## src/hdl/hptd_pkg.sv

```systemverilog
// ----------------------------------------------------------------------------
// hptd_pkg
// Shared types and constants for the preorder-tree stream decoder.
// ----------------------------------------------------------------------------
package hptd_pkg;

    localparam int DEF_MAX_INTERNAL_NODES = 255;
    localparam int DEF_COUNT_FIELD_BITS   = 32;
    localparam int DEF_SYMBOL_BITS        = 8;

    localparam int SYM_W   = 8;
    localparam int COUNT_W = 32;
    localparam int IDX_W   = 8;
    localparam int CHILD_W = 9;

    // Decoding phases
    localparam logic [1:0] PH_TREE    = 2'd0;
    localparam logic [1:0] PH_COUNT   = 2'd1;
    localparam logic [1:0] PH_PAYLOAD = 2'd2;
    localparam logic [1:0] PH_HALT    = 2'd3;

    typedef struct packed {
        logic [SYM_W-1:0]   sym;
        logic [COUNT_W-1:0] rep;
        logic               done;
        logic               bad;
    } result_t;

    typedef struct packed {
        logic load;
        logic step_bit;
        logic step_use;
        logic flush;
    } cmd_t;

    typedef struct packed {
        logic [1:0] phase;
        logic       last_bit;
        logic       bits_done;
        logic       pend_valid;
        logic       out_free;
    } sts_t;

endpackage

```

## src/hdl/hptd_ctrl.sv

```systemverilog
// ----------------------------------------------------------------------------
// hptd_ctrl
// Sequencer: walks the bits of each accepted byte and drains results.
// ----------------------------------------------------------------------------
module hptd_ctrl
    import hptd_pkg::*;
(
    input  logic clk,
    input  logic rst_n,
    input  logic in_valid,
    output logic in_ready,
    input  sts_t sts,
    output cmd_t cmd
);

    localparam logic [1:0] ST_IDLE  = 2'd0;
    localparam logic [1:0] ST_BIT   = 2'd1;
    localparam logic [1:0] ST_USE   = 2'd2;
    localparam logic [1:0] ST_FLUSH = 2'd3;

    logic [1:0] state_reg;
    logic [1:0] state_next;

    assign in_ready = (state_reg == ST_IDLE);

    // Decide the next step
    always_comb
    begin
        state_next = state_reg;
        cmd        = '0;
        unique case (state_reg)
            ST_IDLE:
            begin
                if (in_valid)
                begin
                    cmd.load   = 1'b1;
                    state_next = ST_BIT;
                end
            end
            ST_BIT:
            begin
                if (sts.phase == PH_HALT)
                    state_next = ST_FLUSH;
                else if (sts.out_free)
                begin
                    cmd.step_bit = 1'b1;
                    if (sts.phase == PH_PAYLOAD)
                        state_next = ST_USE;
                    else if (sts.last_bit)
                        state_next = ST_FLUSH;
                end
            end
            ST_USE:
            begin
                if (sts.out_free)
                begin
                    cmd.step_use = 1'b1;
                    state_next   = sts.bits_done ? ST_FLUSH : ST_BIT;
                end
            end
            ST_FLUSH:
            begin
                if (!sts.pend_valid || sts.out_free)
                begin
                    cmd.flush  = 1'b1;
                    state_next = ST_IDLE;
                end
            end
            default: state_next = ST_IDLE;
        endcase
    end

    always_ff @(posedge clk or negedge rst_n)
    begin
        if (!rst_n)
            state_reg <= ST_IDLE;
        else
            state_reg <= state_next;
    end

`ifndef NO_ASSERTIONS
    a_use_after_bit: assert property (@(posedge clk) disable iff (!rst_n)
        (state_reg == ST_USE) |-> $past(state_reg == ST_BIT || state_reg == ST_USE))
        else $error("walk step without a preceding bit step");
    a_load_idle: assert property (@(posedge clk) disable iff (!rst_n)
        cmd.load |=> (state_reg == ST_BIT))
        else $error("load did not start bit processing");
    a_one_cmd: assert property (@(posedge clk) disable iff (!rst_n)
        $onehot0({cmd.load, cmd.step_bit, cmd.step_use, cmd.flush}))
        else $error("more than one command issued");
`endif

endmodule

```

## config.mk

```make
export PLATFORM = sky130hd
export DESIGN_NAME = hptd_ctrl
export DESIGN_NICKNAME = d
export VERILOG_FILES = /design/src/hdl/hptd_pkg.sv /design/src/hdl/hptd_ctrl.sv
export SDC_FILE = /design/constraint.sdc
export NUM_CORES = 1
export LEC_CHECK = 0
export ABC_AREA = 1
export BUFFER_PORTS_ARGS = -buffer_cell sky130_fd_sc_hd__buf_2
export CORE_AREA = 3 3 40 42
export DETAILED_ROUTE_END_ITERATION = 7
export DIE_AREA = 0 0 43 45
export MAX_ROUTING_LAYER = met4
export PLACE_DENSITY = 0.35
export SETUP_SLACK_MARGIN = 0.02
export SLEW_MARGIN = 20
export SYNTH_ARGS = -nofsm -noshare
export SYNTH_HDL_FRONTEND = slang
export SYNTH_SLANG_ARGS = --single-unit
```

## constraint.sdc

```tcl
create_clock -name clk -period 1.38 [get_ports clk]
set_input_delay 0 -clock clk [delete_from_list [all_inputs] [get_ports clk]]
set_output_delay 0 -clock clk [all_outputs]
set_load 0.005 [all_outputs]
```

# [Word-level counts from Yosys, hierarchy flattened]
# Index checks and enable logic that the tools add are counted.
# Widths: inputs -> output; s select.
[classes] n_eq_ne=10 n_reduce_logical=4 n_mux=17
[op_table] cell="$mux 2" count=8
[op_table] cell="$eq 2x2->1 const B" count=4
[op_table] cell="$mux 1" count=8
[op_table] cell="$pmux 2 s4" count=1
[op_table] cell="$ne 2x2->1 const B" count=3
[op_table] cell="$reduce_and 5->1" count=1
[op_table] cell="$ne 4x4->1 const B" count=1
[op_table] cell="$ne 3x3->1 const B" count=1
[op_table] cell="$eq 2x1->1 const B" count=1
[op_table] cell="$logic_not 2->1" count=1
[op_table] cell="$logic_not 1->1" count=1
[op_table] cell="$logic_or 1x1->1" count=1
[totals] input_bits=9 regBits=2 output_inout_bits=5

# [Logic depth before layout (Yosys ltp)]
# Gate-level depths: netlist (run 1).
[depth] word_depth=5 depth_mapped=9

# [Worst setup path after synthesis (run 1)]
# OpenSTA, ideal clock, no wires.
[synth_path] path_kind="register to register" startpoint="register state_reg[0]" endpoint="register state_reg[1]" n_path_buf=1 stages_incl_launch_ff=10 arrival_time_ns=0.952 slack_ns=0.312 cell_sequence="dfrtp_1 -> buf_6 -> nand2_1 -> inv_1 -> nand2_1 -> nand2_1 -> nor2_2 -> nand2_2 -> nand2_1 -> nand2_1"
[synth_between] elab_chain_len=3
[synth_lines] item="start, declared" line="hptd_ctrl.sv:21" text="logic [1:0] state_reg;"
[synth_lines] item="start signal, assigned" line="hptd_ctrl.sv:78" text="state_reg <= state_next;"
[synth_lines] item="$eq 2x1->1, or another cell as far along" line="hptd_ctrl.sv:31" text="unique case (state_reg)"
[synth_lines] item="$ne 4x4->1 (no line), or another cell as far along"
[synth_lines] item="$reduce_and 5->1 (no line)"
# Parallel ways exist; a longest one is shown, timed or not.
# A chain may end at the register's enable or synchronous reset.

# [Final worst setup path (run 1)]
[layout_path] startpoint="register state_reg[1]" endpoint="register state_reg[1]"
# The elaborated chain is that of the path after synthesis.

==> results of run 1 <==
## power breakdown
part | switching [W] | internal [W]
Sequential | 0.0000584 | 0.0000904
Combinational | 0.000168 | 0.000134
Clock | 0.0000305 | 0.0000957
Total | 0.000257 | 0.000320
## final timing paths
path	to	from	slack, ns
worst max-delay path	state_reg[1]	state_reg[1]	0.23
worst min-delay path	state_reg[1]	rst_n	0.09
worst max register to register	state_reg[1]	state_reg[1]	0.23
worst min register to register	state_reg[0]	state_reg[0]	0.62
max in group asynchronous	state_reg[0]	rst_n	1.19
min in group clk	state_reg[0]	sts[5]	0.12
## logic make-up after synthesis
family                 Yosys count  synth area share
AND/OR/NAND/NOR                 28             0.559
buffers and inverters            8             0.176
AO/OA/AOI/OAI                    1            0.0294
flip-flops                       2             0.235
## synth_stat cells
cell type,instances
nor2_1,6
inv_1,7
nand2_1,14
or2_2,1
buf_6,1
nor3_1,1
nand3_1,4
nand2_2,1
nor2_2,1
dfrtp_1,2
a31oi_1,1
## per-stage QoR
stage	util	instance area, um2	instances
floorplan	-	213	39
finish	0.247	318	70
global route	0.247	318	70
detailed placement	0.222	285	66
CTS	0.247	318	70
global placement	0.222	285	66
## metal layers
| layer | part of all wire | routed length, um | up-vias |
|---|---|---|---|
| li1 | - | - | 149 |
| met4 | 0 | 0 | 0 |
| met1 | 0.48 | 243 | 113 |
| met2 | 0.48 | 242 | 8 |
| met3 | 0.043 | 22 | 0 |
| met5 | 0 | 0 | - |
## final cells by class
| cell class | count | share of cell area |
|---|---|---|
| inverters | 7 | 0.0827 |
| multi-input cells | 29 | 0.394 |
| repair buffers | 14 | 0.236 |
| flip-flops and latches | 2 | 0.157 |
| well taps | 15 | 0.0591 |
| clock buffers | 3 | 0.0709 |
## timing repair
action                                 4_1_cts  5_1_grt
endpoints found under the hold margin        2        0
hold buffers                                 1        0
resized for setup                            0        0
==> flow_metrics.tcl, run 1 <==
set metrics [dict create \
    crit_top_cell "nand2_1" \
    viasPerCell 3.86 \
    netlist_top_cells_area "nand2_1 25%, dfrtp_1 24%, inv_1 12%, nor2_1 11%, nand3_1 9.4%" \
    hold_viol_final 0 \
    final-setup-viol-count 0 \
    crit_cells 8 \
    dp_slack_ns 0.226 \
    nFillCells 157 \
    use_met1 0.0624 \
    grt_pass1_wl_um 752 \
    fin_nets 66 \
    grt_overflow 0 \
    critical_path.max_stage_delay_ns 0.44 \
    antenna_found_initial 0 \
    period_needed_ns 1.15 \
    yosys.area.top_type "nand2_1" \
    slew_headroom 0.844 \
    largest_reg_flops 2 \
    fmax_mhz 866 \
    fp.dieW_um 43 \
    die_area_um2 1940 \
    fin_tns_setup_ns 0 \
    clock_skew_ns 0.00200 \
    finalCritPeriodShare 0.836 \
    grtUsageMet3 0.0120 \
    numCtsBuffers 3 \
    place_congestion 0.687 \
    cp_num_buf_inv 1 \
    worstMarginPinSlew_ns 0.234 \
    drt_iter0_markers 4 \
    hold_slack_ns 0.0938 \
    path_cells "nand2_1, inv_1, nand2_1, nand2_1, nor2_2, nand2_2, nand2_1, nand2_1" \
    crit_fanout 7 \
    outcome "finished, final reports clean" \
    grt_util_met2 0.0838 \
    final_layout_size_suffix_gt1_frac 0.345 \
    p_leak_nw 0.209 \
    critPathKind "flop to flop" \
    rsz0062_at_grt "no" \
    cp-start-kind "flop" \
    report.final.slew_viol_count 0 \
    multi_input_area_um2 125 \
    final_cell_mix "14 x nand2_1, 13 x buf_2, 7 x inv_1" \
    worstPathRequired_ns 1.49 \
    crit_arrival_ns 1.26 \
    first_pass_iters 4 \
    dr_total_vias 270 \
    syn_to_final_growth_pct 49.4 \
    clk_latency_ns 0.22 \
    yosysSeqAreaShare 0.235 \
    rows 13 \
    grt_max_degree 9 \
    grt_pass1_vias 217 \
    avgRoutedWirePerCell_um 7.26 \
    final_common_cell "nand2_1" \
    critPathSlowestCell "dfrtp_1" \
    peakVddDrop_v 0.000395 \
    drt_wl_total_um 508 \
    regArea_um2 50.0 \
    cts-root-buf "clkbuf_4" \
    synth_area_um2 213 \
    clk_pin_slew_worst_paths_ns 0.03 \
    hp-class "input pin to async pin" \
    syn_avg_cell_area_um2 5.45 \
    drcViolationCount 0 \
    worst_slack_ns 0.226 \
    cap_viol_max_count 0 \
    total_power_w 0.000577 \
    postCtsSetupBuffers 0 \
    synth_seq_cells 2 \
    yosysTopAreaCellShare 0.247 \
    power_density_nw_per_um2 1820 \
    grt.busiest_layer "met2" \
    ys_warn_count 0 \
    antennaDiodeCount 0 \
    synthDistinctLibCells 11 \
    end_kind "flop" \
    grt_use_total 0.0539 \
    hpwl_um 425 \
    cp_top_family "simple AND/OR/NAND/NOR gates" \
    fp.coreArea_um2 1280 \
    io_buffers 13 \
    synthCells 39 \
    syn-num-nets 48 \
    clock_sinks 2 \
    die_h_um 45 \
    htreeDepth 1 \
    drt.antenna.violating_nets 0 \
    io_pins 14 \
    cts_buffer_depth 2 \
    start_util 0.166 \
    r2r_cells 8 \
    cts_tree "done" \
]
Power figures use the tool's default switching activity.
==> inputs of run 2 (changes only) <==
clock period = 1.2 ns   (was 1.38 ns; I/O delays follow)
==> flow_metrics.tcl, run 2 (synthesis results as in run 1) <==
set metrics [dict create \
    outcome "finished, final reports clean" \
    slew_headroom 0.872 \
    grt_pass1_wl_um 752 \
    final_common_cell "buf_2" \
    dr_total_vias 285 \
    peakVddDrop_v 0.000508 \
    p_leak_nw 0.217 \
    fp.dieW_um 43 \
    fin_tns_setup_ns 0 \
    avgRoutedWirePerCell_um 7.31 \
    place_congestion 0.687 \
    cts_buffer_depth 2 \
    worst_slack_ns 0.0835 \
    nFillCells 155 \
    clk_pin_slew_worst_paths_ns 0.03 \
    numCtsBuffers 3 \
    worstMarginPinSlew_ns 0.192 \
    cap_viol_max_count 0 \
    largest_reg_flops 2 \
    grt_pass1_vias 217 \
    final-setup-viol-count 0 \
    die_h_um 45 \
    grt_overflow 0 \
    rsz0062_at_grt "yes" \
    drcViolationCount 0 \
    start_util 0.166 \
    finalCritPeriodShare 0.930 \
    htreeDepth 1 \
    dp_slack_ns 0.0457 \
    crit_fanout 6 \
    drt.antenna.violating_nets 0 \
    clk_latency_ns 0.22 \
    cp-start-kind "flop" \
    grt_use_total 0.0539 \
    critPathKind "flop to flop" \
    drt_iter0_markers 3 \
    syn_to_final_growth_pct 63.5 \
    antennaDiodeCount 0 \
    grt_max_degree 9 \
    fp.coreArea_um2 1280 \
    hpwl_um 425 \
    final_layout_size_suffix_gt1_frac 0.474 \
    rows 13 \
    clock_skew_ns 0.00148 \
    clock_sinks 2 \
    period_needed_ns 1.12 \
    end_kind "flop" \
    cts-root-buf "clkbuf_4" \
    first_pass_iters 4 \
    power_density_nw_per_um2 2150 \
    final_cell_mix "13 x buf_2, 11 x nand2_1, 6 x inv_1, 6 x nor2_1" \
    hold_viol_final 0 \
    viasPerCell 3.96 \
    fin_nets 68 \
    placed_area_um2 285 \
    drt_wl_total_um 526 \
    finalInstanceArea_um2 348 \
    cts_tree "done" \
    io_buffers 13 \
    hp-class "input pin to async pin" \
    fmax_mhz 896 \
    crit_arrival_ns 1.22 \
    io_pins 14 \
    die_area_um2 1940 \
    worstPathRequired_ns 1.30 \
    antenna_found_initial 0 \
    report.final.slew_viol_count 0 \
]
run 2: cell type report:
class | count | area [um2] | share of cell area
multi-input cells | 29 | 138 | 0.396
flip-flops and latches | 2 | 52.6 | 0.151
inverters | 7 | 26.3 | 0.0755
clock buffers | 3 | 22.5 | 0.0647
well taps | 15 | 18.8 | 0.0540
repair buffers | 16 | 90.1 | 0.259
run 2: power by group:
| group | switching, W | leakage [nW] | total [W] | internal [W] |
|---|---|---|---|---|
| logic | 0.000221 | 0.181 | 0.000425 | 0.000203 |
| registers | 0.0000694 | 0.0217 | 0.000180 | 0.000111 |
| clock network | 0.0000336 | 0.0138 | 0.000143 | 0.000110 |
run 2: routing by layer:
metal | vias to the layer above | GRT usage | part of all wire
met5 | - | - | 0
met4 | 0 | 0.0361 | 0
met3 | 0 | 0.0120 | 0.042
met2 | 8 | 0.0838 | 0.49
met1 | 124 | 0.0624 | 0.46
li1 | 153 | - | -
run 2: worst paths after layout:
check | startpoint | endpoint | slack (ns) | cells after the start
setup / recovery | state_reg[1] | state_reg[0] | 0.08 | 7
hold / removal | rst_n | state_reg[1] | 0.09 | 2
setup reg to reg | state_reg[1] | state_reg[0] | 0.08 | 7
hold reg to reg | state_reg[1] | state_reg[1] | 0.56 | 2
max in group asynchronous | rst_n | state_reg[0] | 1.00 | 2
min in group clk | sts[5] | state_reg[0] | 0.12 | 4
run 2: repair_timing:
item	in CTS	in global routing
hold buffers	1	0
gates resized for setup	0	7
setup buffers	0	2
setup endpoints to repair	0	2
hold endpoints to repair	2	0
run 2: worst max-delay path, cell delays in order, from the launching register on:
cell and delay [ns]:
dfrtp_2 0.44, buf_4 0.15, nand2_1 0.08, nand2_1 0.05, nand2_1 0.11, nand2_2 0.07
nand2_1 0.05, nand2_1 0.05
run 2: per-stage QoR:
step                hold slack, ns   util  std cells  power, W
floorplan                   -0.296      -         39  0.000445
global placement            -0.213  0.222         66  0.000533
detailed placement          -0.213  0.222         66  0.000521
CTS                         0.0942  0.247         70  0.000675
global route                0.0995  0.271         72  0.000836
finish                      0.0949  0.271         72  0.000749
